## config.mk

```make
export PLATFORM = sky130hd
export DESIGN_NAME = two_button_short_long_press_core
export DESIGN_NICKNAME = d
export VERILOG_FILES = /design/src/rtl/tbslp_pkg.sv /design/src/rtl/tbslp_in_stage.sv /design/src/rtl/tbslp_press_logic.sv /design/src/rtl/tbslp_out_stage.sv /design/src/rtl/two_button_short_long_press_core.sv
export SDC_FILE = /design/constraint.sdc
export NUM_CORES = 1
export LEC_CHECK = 0
export BUFFER_PORTS_ARGS = -buffer_cell sky130_fd_sc_hd__buf_4
export CAP_MARGIN = 10
export CORE_UTILIZATION = 56
export CTS_BUF_LIST = sky130_fd_sc_hd__clkbuf_4 sky130_fd_sc_hd__clkbuf_8
export DETAILED_ROUTE_END_ITERATION = 12
export PLACE_DENSITY = 0.79
export SYNTH_ARGS = -nofsm -noshare
export SYNTH_HDL_FRONTEND = slang
export SYNTH_SLANG_ARGS = --single-unit
```

## constraint.sdc

```tcl
create_clock -name i_clk -period 4.2 [get_ports i_clk]
set_input_delay 0.21 -clock i_clk [delete_from_list [all_inputs] [get_ports i_clk]]
set_output_delay 0.21 -clock i_clk [all_outputs]
set_load 0.01 [all_outputs]
```

## src/rtl/tbslp_pkg.sv

```systemverilog
// Shared types and constants for the two-button short/long press detector.
// No dependencies; every other file in rtl/ refers to this package by scoped names.
`default_nettype none

package tbslp_pkg;

    localparam int unsigned TimeWidth = 32;
    localparam int unsigned LongWidth = 16;

    localparam logic [LongWidth-1:0] LongPressResetMs = 16'd1000;

    typedef enum logic [1:0] {
        HELD_NONE = 2'd0,
        HELD_A    = 2'd1,
        HELD_B    = 2'd2
    } t_held_key;

    typedef enum logic [2:0] {
        VK_NONE  = 3'd0,
        VK_UP    = 3'd1,
        VK_DOWN  = 3'd2,
        VK_BACK  = 3'd3,
        VK_ENTER = 3'd4
    } t_vkey;

    typedef struct packed {
        logic                 button_a_down;
        logic                 button_b_down;
        logic [TimeWidth-1:0] time_ms;
        logic                 clear_request;
        logic                 consume;
    } t_poll;

endpackage

`default_nettype wire

```

## src/rtl/tbslp_in_stage.sv

```systemverilog
// Input register of the press detector: captures one poll per transfer.
// Depends on tbslp_pkg for the poll struct.
`default_nettype none

module tbslp_in_stage (
    input  wire                 i_clk,
    input  wire                 i_rst_n,
    input  wire                 i_valid,
    output logic                o_stall,
    input  wire                 i_button_a_down,
    input  wire                 i_button_b_down,
    input  wire [31:0]          i_time_ms,
    input  wire                 i_clear_request,
    input  wire                 i_consume,
    input  wire                 i_advance,
    output logic                o_valid,
    output tbslp_pkg::t_poll    o_poll
);

    logic             r_valid;
    tbslp_pkg::t_poll r_poll;
    logic             w_accept;

    assign o_stall  = r_valid && !i_advance;
    assign w_accept = i_valid && !o_stall;

    always_ff @(posedge i_clk) begin
        if (!i_rst_n) begin
            r_valid <= 1'b0;
        end else if (w_accept) begin
            r_valid <= 1'b1;
        end else if (i_advance) begin
            r_valid <= 1'b0;
        end
    end

    always_ff @(posedge i_clk) begin
        if (w_accept) begin
            r_poll.button_a_down <= i_button_a_down;
            r_poll.button_b_down <= i_button_b_down;
            r_poll.time_ms       <= i_time_ms;
            r_poll.clear_request <= i_clear_request;
            r_poll.consume       <= i_consume;
        end
    end

    assign o_valid = r_valid;
    assign o_poll  = r_poll;

endmodule

`default_nettype wire

```

## src/rtl/tbslp_press_logic.sv

```systemverilog
// Press state, threshold register and per-poll decision logic of the detector.
// Depends on tbslp_pkg for the poll struct and the key enums.
`default_nettype none

module tbslp_press_logic (
    input  wire                                 i_clk,
    input  wire                                 i_rst_n,
    input  wire                                 i_cfg_wr_en,
    input  wire [tbslp_pkg::LongWidth-1:0]      i_cfg_wr_data,
    input  wire                                 i_fire,
    input  tbslp_pkg::t_poll                    i_poll,
    output tbslp_pkg::t_vkey                    o_key
);

    logic [tbslp_pkg::LongWidth-1:0] r_long_press_ms;
    tbslp_pkg::t_held_key            r_held_key;
    tbslp_pkg::t_held_key            n_held_key;
    logic [tbslp_pkg::TimeWidth-1:0] r_press_start;
    logic [tbslp_pkg::TimeWidth-1:0] n_press_start;
    logic                            r_long_done;
    logic                            n_long_done;
    logic                            r_wait_release;
    logic                            n_wait_release;
    tbslp_pkg::t_vkey                r_pending_key;
    tbslp_pkg::t_vkey                n_pending_key;

    tbslp_pkg::t_vkey                w_poll_pending;
    tbslp_pkg::t_held_key            w_now_key;
    logic [tbslp_pkg::TimeWidth-1:0] w_dur;
    logic                            w_reached;

    assign w_now_key = i_poll.button_a_down ? tbslp_pkg::HELD_A :
                       (i_poll.button_b_down ? tbslp_pkg::HELD_B : tbslp_pkg::HELD_NONE);
    assign w_dur     = i_poll.time_ms - r_press_start;
    assign w_reached = w_dur >= {{(tbslp_pkg::TimeWidth-tbslp_pkg::LongWidth){1'b0}},
                                 r_long_press_ms};

    always_comb begin
        n_held_key     = r_held_key;
        n_press_start  = r_press_start;
        n_long_done    = r_long_done;
        n_wait_release = r_wait_release;
        w_poll_pending = r_pending_key;
        if (i_poll.clear_request) begin
            n_held_key     = tbslp_pkg::HELD_NONE;
            n_press_start  = '0;
            n_long_done    = 1'b0;
            n_wait_release = 1'b1;
            w_poll_pending = tbslp_pkg::VK_NONE;
        end else if (r_wait_release) begin
            if (!i_poll.button_a_down && !i_poll.button_b_down) begin
                n_wait_release = 1'b0;
                n_held_key     = tbslp_pkg::HELD_NONE;
                n_press_start  = '0;
                n_long_done    = 1'b0;
            end
        end else if (w_now_key != tbslp_pkg::HELD_NONE) begin
            if (r_held_key == tbslp_pkg::HELD_NONE) begin
                n_held_key    = w_now_key;
                n_press_start = i_poll.time_ms;
                n_long_done   = 1'b0;
            end else if (w_reached && !r_long_done) begin
                n_long_done = 1'b1;
                case (r_held_key)
                    tbslp_pkg::HELD_A: w_poll_pending = tbslp_pkg::VK_BACK;
                    tbslp_pkg::HELD_B: w_poll_pending = tbslp_pkg::VK_ENTER;
                    default:           w_poll_pending = r_pending_key;
                endcase
            end
        end else if (r_held_key != tbslp_pkg::HELD_NONE) begin
            if (!w_reached && !r_long_done) begin
                case (r_held_key)
                    tbslp_pkg::HELD_A: w_poll_pending = tbslp_pkg::VK_UP;
                    tbslp_pkg::HELD_B: w_poll_pending = tbslp_pkg::VK_DOWN;
                    default:           w_poll_pending = r_pending_key;
                endcase
            end
            n_held_key    = tbslp_pkg::HELD_NONE;
            n_press_start = '0;
        end
        n_pending_key = i_poll.consume ? tbslp_pkg::VK_NONE : w_poll_pending;
    end

    always_comb begin
        o_key = i_poll.consume ? w_poll_pending : tbslp_pkg::VK_NONE;
    end

    always_ff @(posedge i_clk) begin
        if (!i_rst_n) begin
            r_long_press_ms <= tbslp_pkg::LongPressResetMs;
        end else if (i_cfg_wr_en) begin
            r_long_press_ms <= i_cfg_wr_data;
        end
    end

    always_ff @(posedge i_clk) begin
        if (!i_rst_n) begin
            r_held_key     <= tbslp_pkg::HELD_NONE;
            r_press_start  <= '0;
            r_long_done    <= 1'b0;
            r_wait_release <= 1'b0;
            r_pending_key  <= tbslp_pkg::VK_NONE;
        end else if (i_fire) begin
            r_held_key     <= n_held_key;
            r_press_start  <= n_press_start;
            r_long_done    <= n_long_done;
            r_wait_release <= n_wait_release;
            r_pending_key  <= n_pending_key;
        end
    end

endmodule

`default_nettype wire

```

## src/rtl/tbslp_out_stage.sv

```systemverilog
// Result register of the press detector: holds one key until it is transferred.
// Depends on tbslp_pkg for the key enum.
`default_nettype none

module tbslp_out_stage (
    input  wire                 i_clk,
    input  wire                 i_rst_n,
    input  wire                 i_load,
    input  tbslp_pkg::t_vkey    i_key,
    input  wire                 i_stall,
    output logic                o_valid,
    output logic [2:0]          o_key,
    output logic                o_free
);

    logic             r_valid;
    tbslp_pkg::t_vkey r_key;

    assign o_free = !r_valid || !i_stall;

    always_ff @(posedge i_clk) begin
        if (!i_rst_n) begin
            r_valid <= 1'b0;
        end else if (i_load) begin
            r_valid <= 1'b1;
        end else if (!i_stall) begin
            r_valid <= 1'b0;
        end
    end

    always_ff @(posedge i_clk) begin
        if (i_load) begin
            r_key <= i_key;
        end
    end

    assign o_valid = r_valid;
    assign o_key   = r_key;

endmodule

`default_nettype wire

```

## src/rtl/two_button_short_long_press_core.sv

```systemverilog
// Top level of the two-button short/long press detector.
// Depends on tbslp_pkg, tbslp_in_stage, tbslp_press_logic and tbslp_out_stage.
//
// Each input transfer is one poll: two button levels, a millisecond timestamp,
// a clear flag and a consume flag. Every poll yields exactly one result transfer
// carrying o_virtual_key, which is the pending key when consume was set and zero
// otherwise.
// The poll is held in the input register, then the decision logic loads the result
// register, whose valid flag offers the result transfer; a receiver stall can hold
// the poll in the input register before the result register is loaded.
// Throughput is one poll per cycle while the receiver does not stall; the subtract
// and compare of the hold time against the threshold are combinational.
// The user must write the threshold register through i_cfg_wr_en and i_cfg_wr_data
// only while no poll is in flight; the block itself does not enforce this.
// Synchronous reset empties both registers, clears the press state and loads the
// threshold with 1000 ms.
// When the receiver stalls, the result holds; the input register still takes one
// more poll, then o_in_stall rises until the result is transferred.
`default_nettype none

module two_button_short_long_press_core (
    input  wire         i_clk,
    input  wire         i_rst_n,
    input  wire         i_cfg_wr_en,
    input  wire [15:0]  i_cfg_wr_data,
    input  wire         i_in_valid,
    output logic        o_in_stall,
    input  wire         i_button_a_down,
    input  wire         i_button_b_down,
    input  wire [31:0]  i_time_ms,
    input  wire         i_clear_request,
    input  wire         i_consume,
    output logic        o_out_valid,
    input  wire         i_out_stall,
    output logic [2:0]  o_virtual_key
);

    tbslp_pkg::t_poll w_poll;
    tbslp_pkg::t_vkey w_key;
    logic             w_poll_valid;
    logic             w_out_free;
    logic             w_fire;

    assign w_fire = w_poll_valid && w_out_free;

    tbslp_in_stage u_in_stage (
        .i_clk           (i_clk),
        .i_rst_n         (i_rst_n),
        .i_valid         (i_in_valid),
        .o_stall         (o_in_stall),
        .i_button_a_down (i_button_a_down),
        .i_button_b_down (i_button_b_down),
        .i_time_ms       (i_time_ms),
        .i_clear_request (i_clear_request),
        .i_consume       (i_consume),
        .i_advance       (w_out_free),
        .o_valid         (w_poll_valid),
        .o_poll          (w_poll)
    );

    tbslp_press_logic u_press_logic (
        .i_clk         (i_clk),
        .i_rst_n       (i_rst_n),
        .i_cfg_wr_en   (i_cfg_wr_en),
        .i_cfg_wr_data (i_cfg_wr_data),
        .i_fire        (w_fire),
        .i_poll        (w_poll),
        .o_key         (w_key)
    );

    tbslp_out_stage u_out_stage (
        .i_clk   (i_clk),
        .i_rst_n (i_rst_n),
        .i_load  (w_fire),
        .i_key   (w_key),
        .i_stall (i_out_stall),
        .o_valid (o_out_valid),
        .o_key   (o_virtual_key),
        .o_free  (w_out_free)
    );

endmodule

`default_nettype wire

```

==> results of run 1 <==
## cell families (layout without fill, tap and decap cells)
kind of cell             count (synthesis)  after routing  share of synthesized area, %
AND/OR/NAND/NOR                        212            212                          17.3
AO/OA/AOI/OAI                          178            178                          21.0
flip-flops                              96             96                          38.6
buffers and inverters                   88            231                          5.64
adder cells (fa/ha/maj)                 51             51                          10.8
XOR/XNOR                                28             28                          4.22
multiplexers                            15             15                          2.53
## flip-flops by register name, indices dropped and copies added (netlist names)
name                           flops
u_out_stage.o_valid                1
u_press_logic.r_wait_release       1
u_in_stage.o_poll                 36
u_press_logic.r_long_press_ms     16
u_out_stage.o_key                  3
u_press_logic.r_pending_key        3
u_press_logic.r_long_done          1
u_press_logic.r_held_key           2
u_in_stage.o_valid                 1
u_press_logic.r_press_start       32
## cells in the final DEF, fill, tap and decap left out, types with 5 or more instances in the layout
cell type	n
buf_4	122
a21oi_1	38
a211oi_1	5
dlygate4sd3_1	32
mux2i_1	14
nand3_1	45
a21boi_0	35
o211ai_1	11
nor2_1	25
nor2b_1	13
nand2b_1	6
inv_1	58
ha_1	48
edfxtp_1	39
xor2_1	14
nand4_1	6
xnor2_1	13
nand2_1	85
o21ai_1	8
a31oi_1	5
o21ai_0	17
clkbuf_8	11
o21a_1	8
a21o_1	10
dfxtp_1	56
## area by class of cell
class / instances / area, um2 / share of cell area [%]
inverter: 60 / 225 / 2.95
sequential: 96 / 2310 / 30.3
timing repair buffer: 155 / 1250 / 16.4
clock buffer: 15 / 181 / 2.38
tap: 136 / 170 / 2.23
multi-input combinational: 484 / 3480 / 45.7
clock inverter: 1 / 3.75 / 0.0492
## critical path: cells and delay by family, from the launching register on
family                   cells  cell delay (ps)
AO/OA/AOI/OAI                8             1570
XOR/XNOR                     1              170
adder cells (fa/ha/maj)      3              780
buffers and inverters        2              220
flip-flops                   1              370
multiplexers                 1              160
AND/OR/NAND/NOR              7              980
## repair_timing
action | 4_1_cts | 5_1_grt
endpoints found under the hold margin | 31 | 1
gates resized for setup | 6 | 4
setup endpoints to repair | 7 | 7
setup buffers | 4 | 3
gates cloned | 0 | 0
pin swaps | 18 | 7
hold buffers | 31 | 1
## stage by stage
step	setup slack (ps)	util, %
after floorplan	-344	-
after global placement	-453	67.8
after detailed placement	-590	67.8
after CTS	-265	73.0
after global routing	-666	73.5
final	-294	73.5
## report_power, final
| group | internal, mW | total (mW) | leakage, nW | switching (mW) |
|---|---|---|---|---|
| logic | 0.279 | 0.584 | 2.07 | 0.306 |
| registers | 1.01 | 1.04 | 0.848 | 0.0245 |
| clock network | 0.273 | 0.582 | 0.0991 | 0.309 |
| total | 1.57 | 2.20 | 3.01 | 0.639 |
## worst max path at each step
stage                                    start                   end  slack, ps  depth (start not counted)
after floorplan           u_in_stage.o_poll[3]  u_out_stage.o_key[0]       -340                         20
after global placement    u_in_stage.o_poll[3]  u_out_stage.o_key[1]       -450                         21
after detailed placement  u_in_stage.o_poll[2]  u_out_stage.o_key[0]       -590                         22
after CTS                 u_in_stage.o_poll[2]  u_out_stage.o_key[1]       -270                         22
after global routing      u_in_stage.o_poll[2]  u_out_stage.o_key[1]       -670                         22
final                     u_in_stage.o_poll[2]  u_out_stage.o_key[1]       -290                         22
## routing by layer
layer  vias to the layer above  global-route usage, %  wire length, um  share of wire [%]
li1                       2640                      -                -                  -
met1                      2493                   34.1             6490                 46
met2                       114                   45.0             6830                 48
met3                        20                   4.14              562                4.0
met4                         0                   9.96              246                1.7
met5                         -                      0                0                  0
==> flow_metrics.env, run 1 <==
export IMPL_critPathCaptureType="register"
export IMPL_whs_endpoint="u_in_stage.o_poll[3]"
export IMPL_fp_coreArea_um2=10400
export IMPL_outcome="finished, violations left"
export IMPL_worst_hold_slack_ps=16.3
export IMPL_critical_path_cell_chain="inv_2, ha_4, fa_2, nand2b_4, a21oi_4, nor2_2, o21ai_1, nand3_1, nand2_1, xor2_1, ha_1, a21o_1, a2111oi_2, a2bb2oi_1, a2111oi_0, nor4b_2, o2111ai_2, nor4_4, buf_6, nand3_2, mux2i_1, o21a_1"
export IMPL_netlist_top_cell_by_area="edfxtp_1"
export IMPL_clockBufferDepth=2
export IMPL_peakVddDrop_uv=212
export IMPL_cp_slowest_cell="edfxtp_1"
export IMPL_ys_warn_count=0
export IMPL_max_cap_viol_count=0
export IMPL_worstPathRequired_ps=4340
export IMPL_avgRoutedWirePerCell_um=14.9
export IMPL_failed_checks="setup timing"
export IMPL_avgViaCountPerCell=5.56
export IMPL_detail_route_wirelength_mm=14.1
export IMPL_io_count=62
export IMPL_timing_final_ws_setup_ps=-294
export IMPL_final_setup_tns_ps=-1320
export IMPL_tritoncts_clock_tree="done"
export IMPL_synth_area_per_cell_um2=8.97
export IMPL_globalRouteOverflowTotal=0
export IMPL_synth_top_area_share_pct=19.5
export IMPL_antenna_violations_before_repair=0
export IMPL_vias=5267
export IMPL_fill_cells=768
export IMPL_hold_critical_path_depth=1
export IMPL_clock_buffers_created_by_tritoncts=9
export IMPL_gpl_final_weighted_congestion=0.931
export IMPL_grt_max_degree=63
export IMPL_power_density_nw_per_um2=289
export IMPL_netlist_area_um2=5990
export IMPL_placement_io_buffers=61
export IMPL_h_tree_depth=3
export IMPL_crit_path_kind="register to register"
export IMPL_number_of_flip_flops_and_latches_in_the_synthesized_netlist=96
export IMPL_crit_path_start_kind="register"
export IMPL_drcViolationCount=0
export IMPL_launch_instance_of_the_worst_min_delay_path="i_time_ms[1]"
export IMPL_drt_first_iter_violations=273
export IMPL_clockRootBuffer="clkbuf_8"
export IMPL_cell_area_placed_um2=7030
export IMPL_synth_common_cells="nand2_1 (85), inv_1 (59), dfxtp_1 (57)"
export IMPL_postSynth_topFlopCell="dfxtp_1"
export IMPL_drtAntennaViolNets=0
export IMPL_area_growth_synth_to_final_pct=27.2
export IMPL_async_reset_ff_share_pct=0
export IMPL_finalHoldViolCount=0
export IMPL_crit_reg2reg_capture="u_out_stage.o_key[1]"
export IMPL_final_max_slew_viol_count=0
export IMPL_post_layout_nonfiller_instances=947
export IMPL_achievable_frequency_ghz=0.223
export IMPL_die_width_um=105
export IMPL_fin_worst_skew_ps=8.17
export IMPL_dp_hpwl_mm=10.3
export IMPL_final_period_utilization_pct=107
export IMPL_clock_sink_count=96
export IMPL_hp_class="input pin to register"
export IMPL_layout_drive_gt1_share_pct=22.6
export IMPL_clk_pin_slew_worst_paths_ps=90
export IMPL_critical_path_arrival_ps=4640
export IMPL_synth_net_count=776
export IMPL_number_of_global_route_vias_before_repair=5015
export IMPL_dpl_cell_count=892
export IMPL_placement_rows=37
export IMPL_total_chip_power_mw=2.20
export IMPL_layout_nets=914
export IMPL_synth_cell_types=69
export IMPL_worstRegToRegCells=22
export IMPL_worst_slew_pin_transition_ps=1170
export IMPL_firstDrtPassIters=5
export IMPL_p_leak_nw=3.01
export IMPL_die_area_um2=11100
export IMPL_origin_of_the_critical_flop_to_flop_path="u_in_stage.o_poll[2]"
export IMPL_synth_seq_area_share_pct=38.6
export IMPL_post_route_cell_area_um2=7630
export IMPL_reg2reg_setup_slack_ps=-290
export IMPL_synth_cells=668
export IMPL_post_synth_main_area_contributors="edfxtp_1 (20%), dfxtp_1 (19%), ha_1 (10%)"
export IMPL_initial_core_utilization_pct=57.8
export IMPL_synth_most_common_cell="nand2_1"
export IMPL_timing_final_crit_period_ps=4490
export IMPL_total_track_usage_pct=26.5
export IMPL_tightest_slew_margin_relative_to_the_limit_pct=21.8
export IMPL_unrepaired_setup_endpoints_after_global_routing="yes"
export IMPL_worst_skew_pair_later_pin_latency_ps=380
export IMPL_die_h_um=105
export IMPL_timing_critical_path_fanout_max=7
export IMPL_synth_edff_count=39
export IMPL_cp_slowest_stage_delay_ps=370
export IMPL_grt_pass1_wl_mm=23.3
export IMPL_report_final_setup_viol=6
export IMPL_num_antenna_cells=0
Note: power is estimated with default switching activity, not from simulation.
==> run 2: changes to the inputs <==
--- a/config.mk
+++ b/config.mk
@@ -5,6 +5,7 @@
 export SDC_FILE = /design/constraint.sdc
 export NUM_CORES = 1
 export LEC_CHECK = 0
+export ABC_AREA = 1
 export BUFFER_PORTS_ARGS = -buffer_cell sky130_fd_sc_hd__buf_4
 export CAP_MARGIN = 10
 export CORE_UTILIZATION = 56
==> run 2 against run 1 <==
Effect of this change: the run now ends clean; synthesized cell count up 43%; register-to-register slack better by 780 ps; clock power up 18%; combinational power up 44%; clock-buffer cell count down 4; synthesized area up 9.7%; critical path type unchanged; critical endpoint is now u_out_stage.o_key[0]; largest cell class unchanged; highest routed layer unchanged.
==> flow_metrics.env, run 2 <==
export IMPL_achievable_frequency_ghz=0.269
export IMPL_yosys_area_share_simple_pct=28.5
export IMPL_postCtsSetupBuffers=0
export IMPL_drt_first_iter_violations=380
export IMPL_placement_io_buffers=61
export IMPL_crit_path_start_kind="register"
export IMPL_met2_usage_pct=44.7
export IMPL_synth_common_cells="nand2_1 (285), inv_1 (196), a21oi_1 (78)"
export IMPL_die_width_um=110
export IMPL_worstPathRequired_ps=4370
export IMPL_synth_cells=956
export IMPL_max_cap_viol_count=0
export IMPL_clockRootBuffer="clkbuf_8"
export IMPL_postSynth_topFlopCell="dfxtp_1"
export IMPL_unrepaired_setup_endpoints_after_global_routing="no"
export IMPL_layout_cells_most_common="nand2_1"
export IMPL_dpl_cell_count=1145
export IMPL_synth_compound_area_share_pct=11.9
export IMPL_outcome="completed"
export IMPL_fp_coreArea_um2=11400
export IMPL_finalHoldViolCount=0
export IMPL_report_final_setup_viol=0
export IMPL_worst_skew_pair_later_pin_latency_ps=400
export IMPL_critical_path_arrival_ps=3880
export IMPL_placement_rows=39
export IMPL_timing_final_crit_period_ps=3710
export IMPL_tightest_slew_margin_relative_to_the_limit_pct=24.8
export IMPL_preCtsSetupSlack_ps=504
export IMPL_worstSetupStartpoint="u_in_stage.o_poll[4]"
export IMPL_post_layout_nonfiller_instances=1197
export IMPL_grt_use_met3_pct=4.41
export IMPL_crit_reg2reg_capture="u_out_stage.o_key[0]"
export IMPL_layout_nets=1157
export IMPL_avgRoutedWirePerCell_um=12.6
export IMPL_synth_edff_count=39
export IMPL_p_leak_nw=3.97
export IMPL_post_synth_main_area_contributors="edfxtp_1 (18%), dfxtp_1 (17%), nand2_1 (16%)"
export IMPL_synth_area_mux_share_pct=0
export IMPL_clock_buffers_created_by_tritoncts=9
export IMPL_synth_top_area_share_pct=17.8
export IMPL_die_area_um2=12200
export IMPL_clk_pin_slew_worst_paths_ps=100
export IMPL_grt_pass1_wl_mm=24.9
export IMPL_main_combinational_cell_family_by_area_after_synthesis="simple AND/OR/NAND/NOR gates"
export IMPL_final_util_pct=67.9
export IMPL_reg2reg_setup_slack_ps=490
export IMPL_worstRegToRegCells=23
export IMPL_fin_worst_skew_ps=14.1
export IMPL_power_density_nw_per_um2=333
export IMPL_antenna_violations_before_repair=0
export IMPL_synth_area_per_cell_um2=6.88
export IMPL_grt_busiest_layer="met2"
export IMPL_number_of_flip_flops_and_latches_in_the_synthesized_netlist=96
export IMPL_timing_final_ws_setup_ps=489
export IMPL_synth_most_common_cell="nand2_1"
export IMPL_synth_net_count=1064
export IMPL_ys_warn_count=0
export IMPL_peakVddDrop_uv=228
export IMPL_number_of_global_route_vias_before_repair=5494
export IMPL_origin_of_the_critical_flop_to_flop_path="u_in_stage.o_poll[4]"
export IMPL_synth_cell_types=34
export IMPL_hp_class="input pin to register"
export IMPL_area_growth_synth_to_final_pct=17.9
export IMPL_largest_register_ff_count=36
export IMPL_h_tree_depth=3
export IMPL_critical_path_endpoint="u_out_stage.o_key[0]"
export IMPL_drtAntennaViolNets=0
export IMPL_total_chip_power_mw=2.59
export IMPL_drcViolationCount=0
export IMPL_io_count=62
export IMPL_final_period_utilization_pct=88.3
export IMPL_timing_critical_path_fanout_max=6
export IMPL_critPathCaptureType="register"
export IMPL_synth_seq_area_share_pct=35.1
export IMPL_crit_path_kind="register to register"
export IMPL_final_cell_mix="nand2_1 (285), inv_1 (196), a21oi_1 (78)"
export IMPL_grt_max_degree=46
export IMPL_total_track_usage_pct=26.8
export IMPL_gpl_final_weighted_congestion=0.993
export IMPL_layout_drive_gt1_share_pct=12.0
export IMPL_synth_fa_ha_area_share_pct=9.81
export IMPL_async_reset_ff_share_pct=0
export IMPL_die_h_um=110
export IMPL_clockBufferDepth=2
export IMPL_vias=6024
export IMPL_avgViaCountPerCell=5.03
export IMPL_num_antenna_cells=0
export IMPL_final_setup_tns_ps=0
export IMPL_fill_cells=1042
export IMPL_globalRouteOverflowTotal=0
export IMPL_synth_xor_area_share_pct=2.00
export IMPL_detail_route_wirelength_mm=15.1
export IMPL_gr_usage_met1_pct=33.8
export IMPL_clock_sink_count=96
export IMPL_tritoncts_clock_tree="done"
export IMPL_netlist_top_cell_by_area="edfxtp_1"
export IMPL_final_max_slew_viol_count=0
export IMPL_initial_core_utilization_pct=57.6
export IMPL_netlist_area_um2=6580
export IMPL_worst_slew_pin_transition_ps=1130
export IMPL_firstDrtPassIters=5
export IMPL_dp_hpwl_mm=11.7
==> run 2: through the flow <==
step | hold WS [ps] | instance area (um2)
global placement | 388 | 7170
floorplan | 309 | 6580
global route | 34.7 | 7760
detailed placement | 389 | 7170
CTS | 4.11 | 7760
finish | 20.8 | 7760
==> run 2: worst max-delay path, cell delays in order (launching register included) <==
cell and delay, ps:
edfxtp_1 430, ha_1 420, nand2_1 110, nor2_1 160
nand2_1 70, nand3_1 150, nand2_1 80, nand2_1 140
xor2_1 260, ha_1 300, a21oi_1 150, nor2_1 50
a211oi_1 160, nand3_1 100, nor2_1 90, nand3_1 120
nor2_4 170, nand2_2 90, nand2_2 100, nand2_1 60
nand3_1 60, nand3b_1 100, nand2_1 70, nor2_1 40
==> run 2: cell type report <==
class / instances / area (um2) / share of cell area [%]
clock buffer: 11 / 145 / 1.87
clock inverter: 5 / 80.1 / 1.03
inverter: 205 / 769 / 9.92
multi-input combinational: 638 / 3440 / 44.3
sequential: 96 / 2310 / 29.8
tap: 143 / 179 / 2.31
timing repair buffer: 99 / 833 / 10.7
==> run 2: kinds of logic after synthesis <==
| group | count (synthesis) |
|---|---|
| AO/OA/AOI/OAI | 137 |
| buffers and inverters | 222 |
| XOR/XNOR | 15 |
| flip-flops | 96 |
| AND/OR/NAND/NOR | 435 |
| adder cells (fa/ha/maj) | 51 |
==> run 2: worst min path at each step <==
stage / start / endpoint / slack [ps] / cells after the start
floorplan: i_consume / u_in_stage.o_poll[0] / 310 / 0
CTS: i_cfg_wr_data[8] / u_press_logic.r_long_press_ms[8] / 4 / 3
global route: i_cfg_wr_data[7] / u_press_logic.r_long_press_ms[7] / 30 / 3
global placement: i_time_ms[15] / u_in_stage.o_poll[17] / 390 / 1
detailed placement: i_time_ms[29] / u_in_stage.o_poll[31] / 390 / 1
finish: i_cfg_wr_data[8] / u_press_logic.r_long_press_ms[8] / 20 / 3
==> run 2: what timing repair did <==
item                      CTS  global route
hold endpoints to repair   36             0
hold buffers               36             0
gates resized for setup     0             0
==> run 2: power by group <==
part	internal [mW]	switching [mW]
Clock	0.358	0.328
Sequential	1.03	0.0244
Combinational	0.321	0.521
==> run 2: metal layers <==
layer | share of wire [%] | vias up | wire length [um]
met3 | 4.5 | 38 | 674
met2 | 46 | 152 | 6900
li1 | - | 3203 | -
met4 | 3.1 | 0 | 469
met5 | 0 | - | 0
met1 | 47 | 2631 | 7050
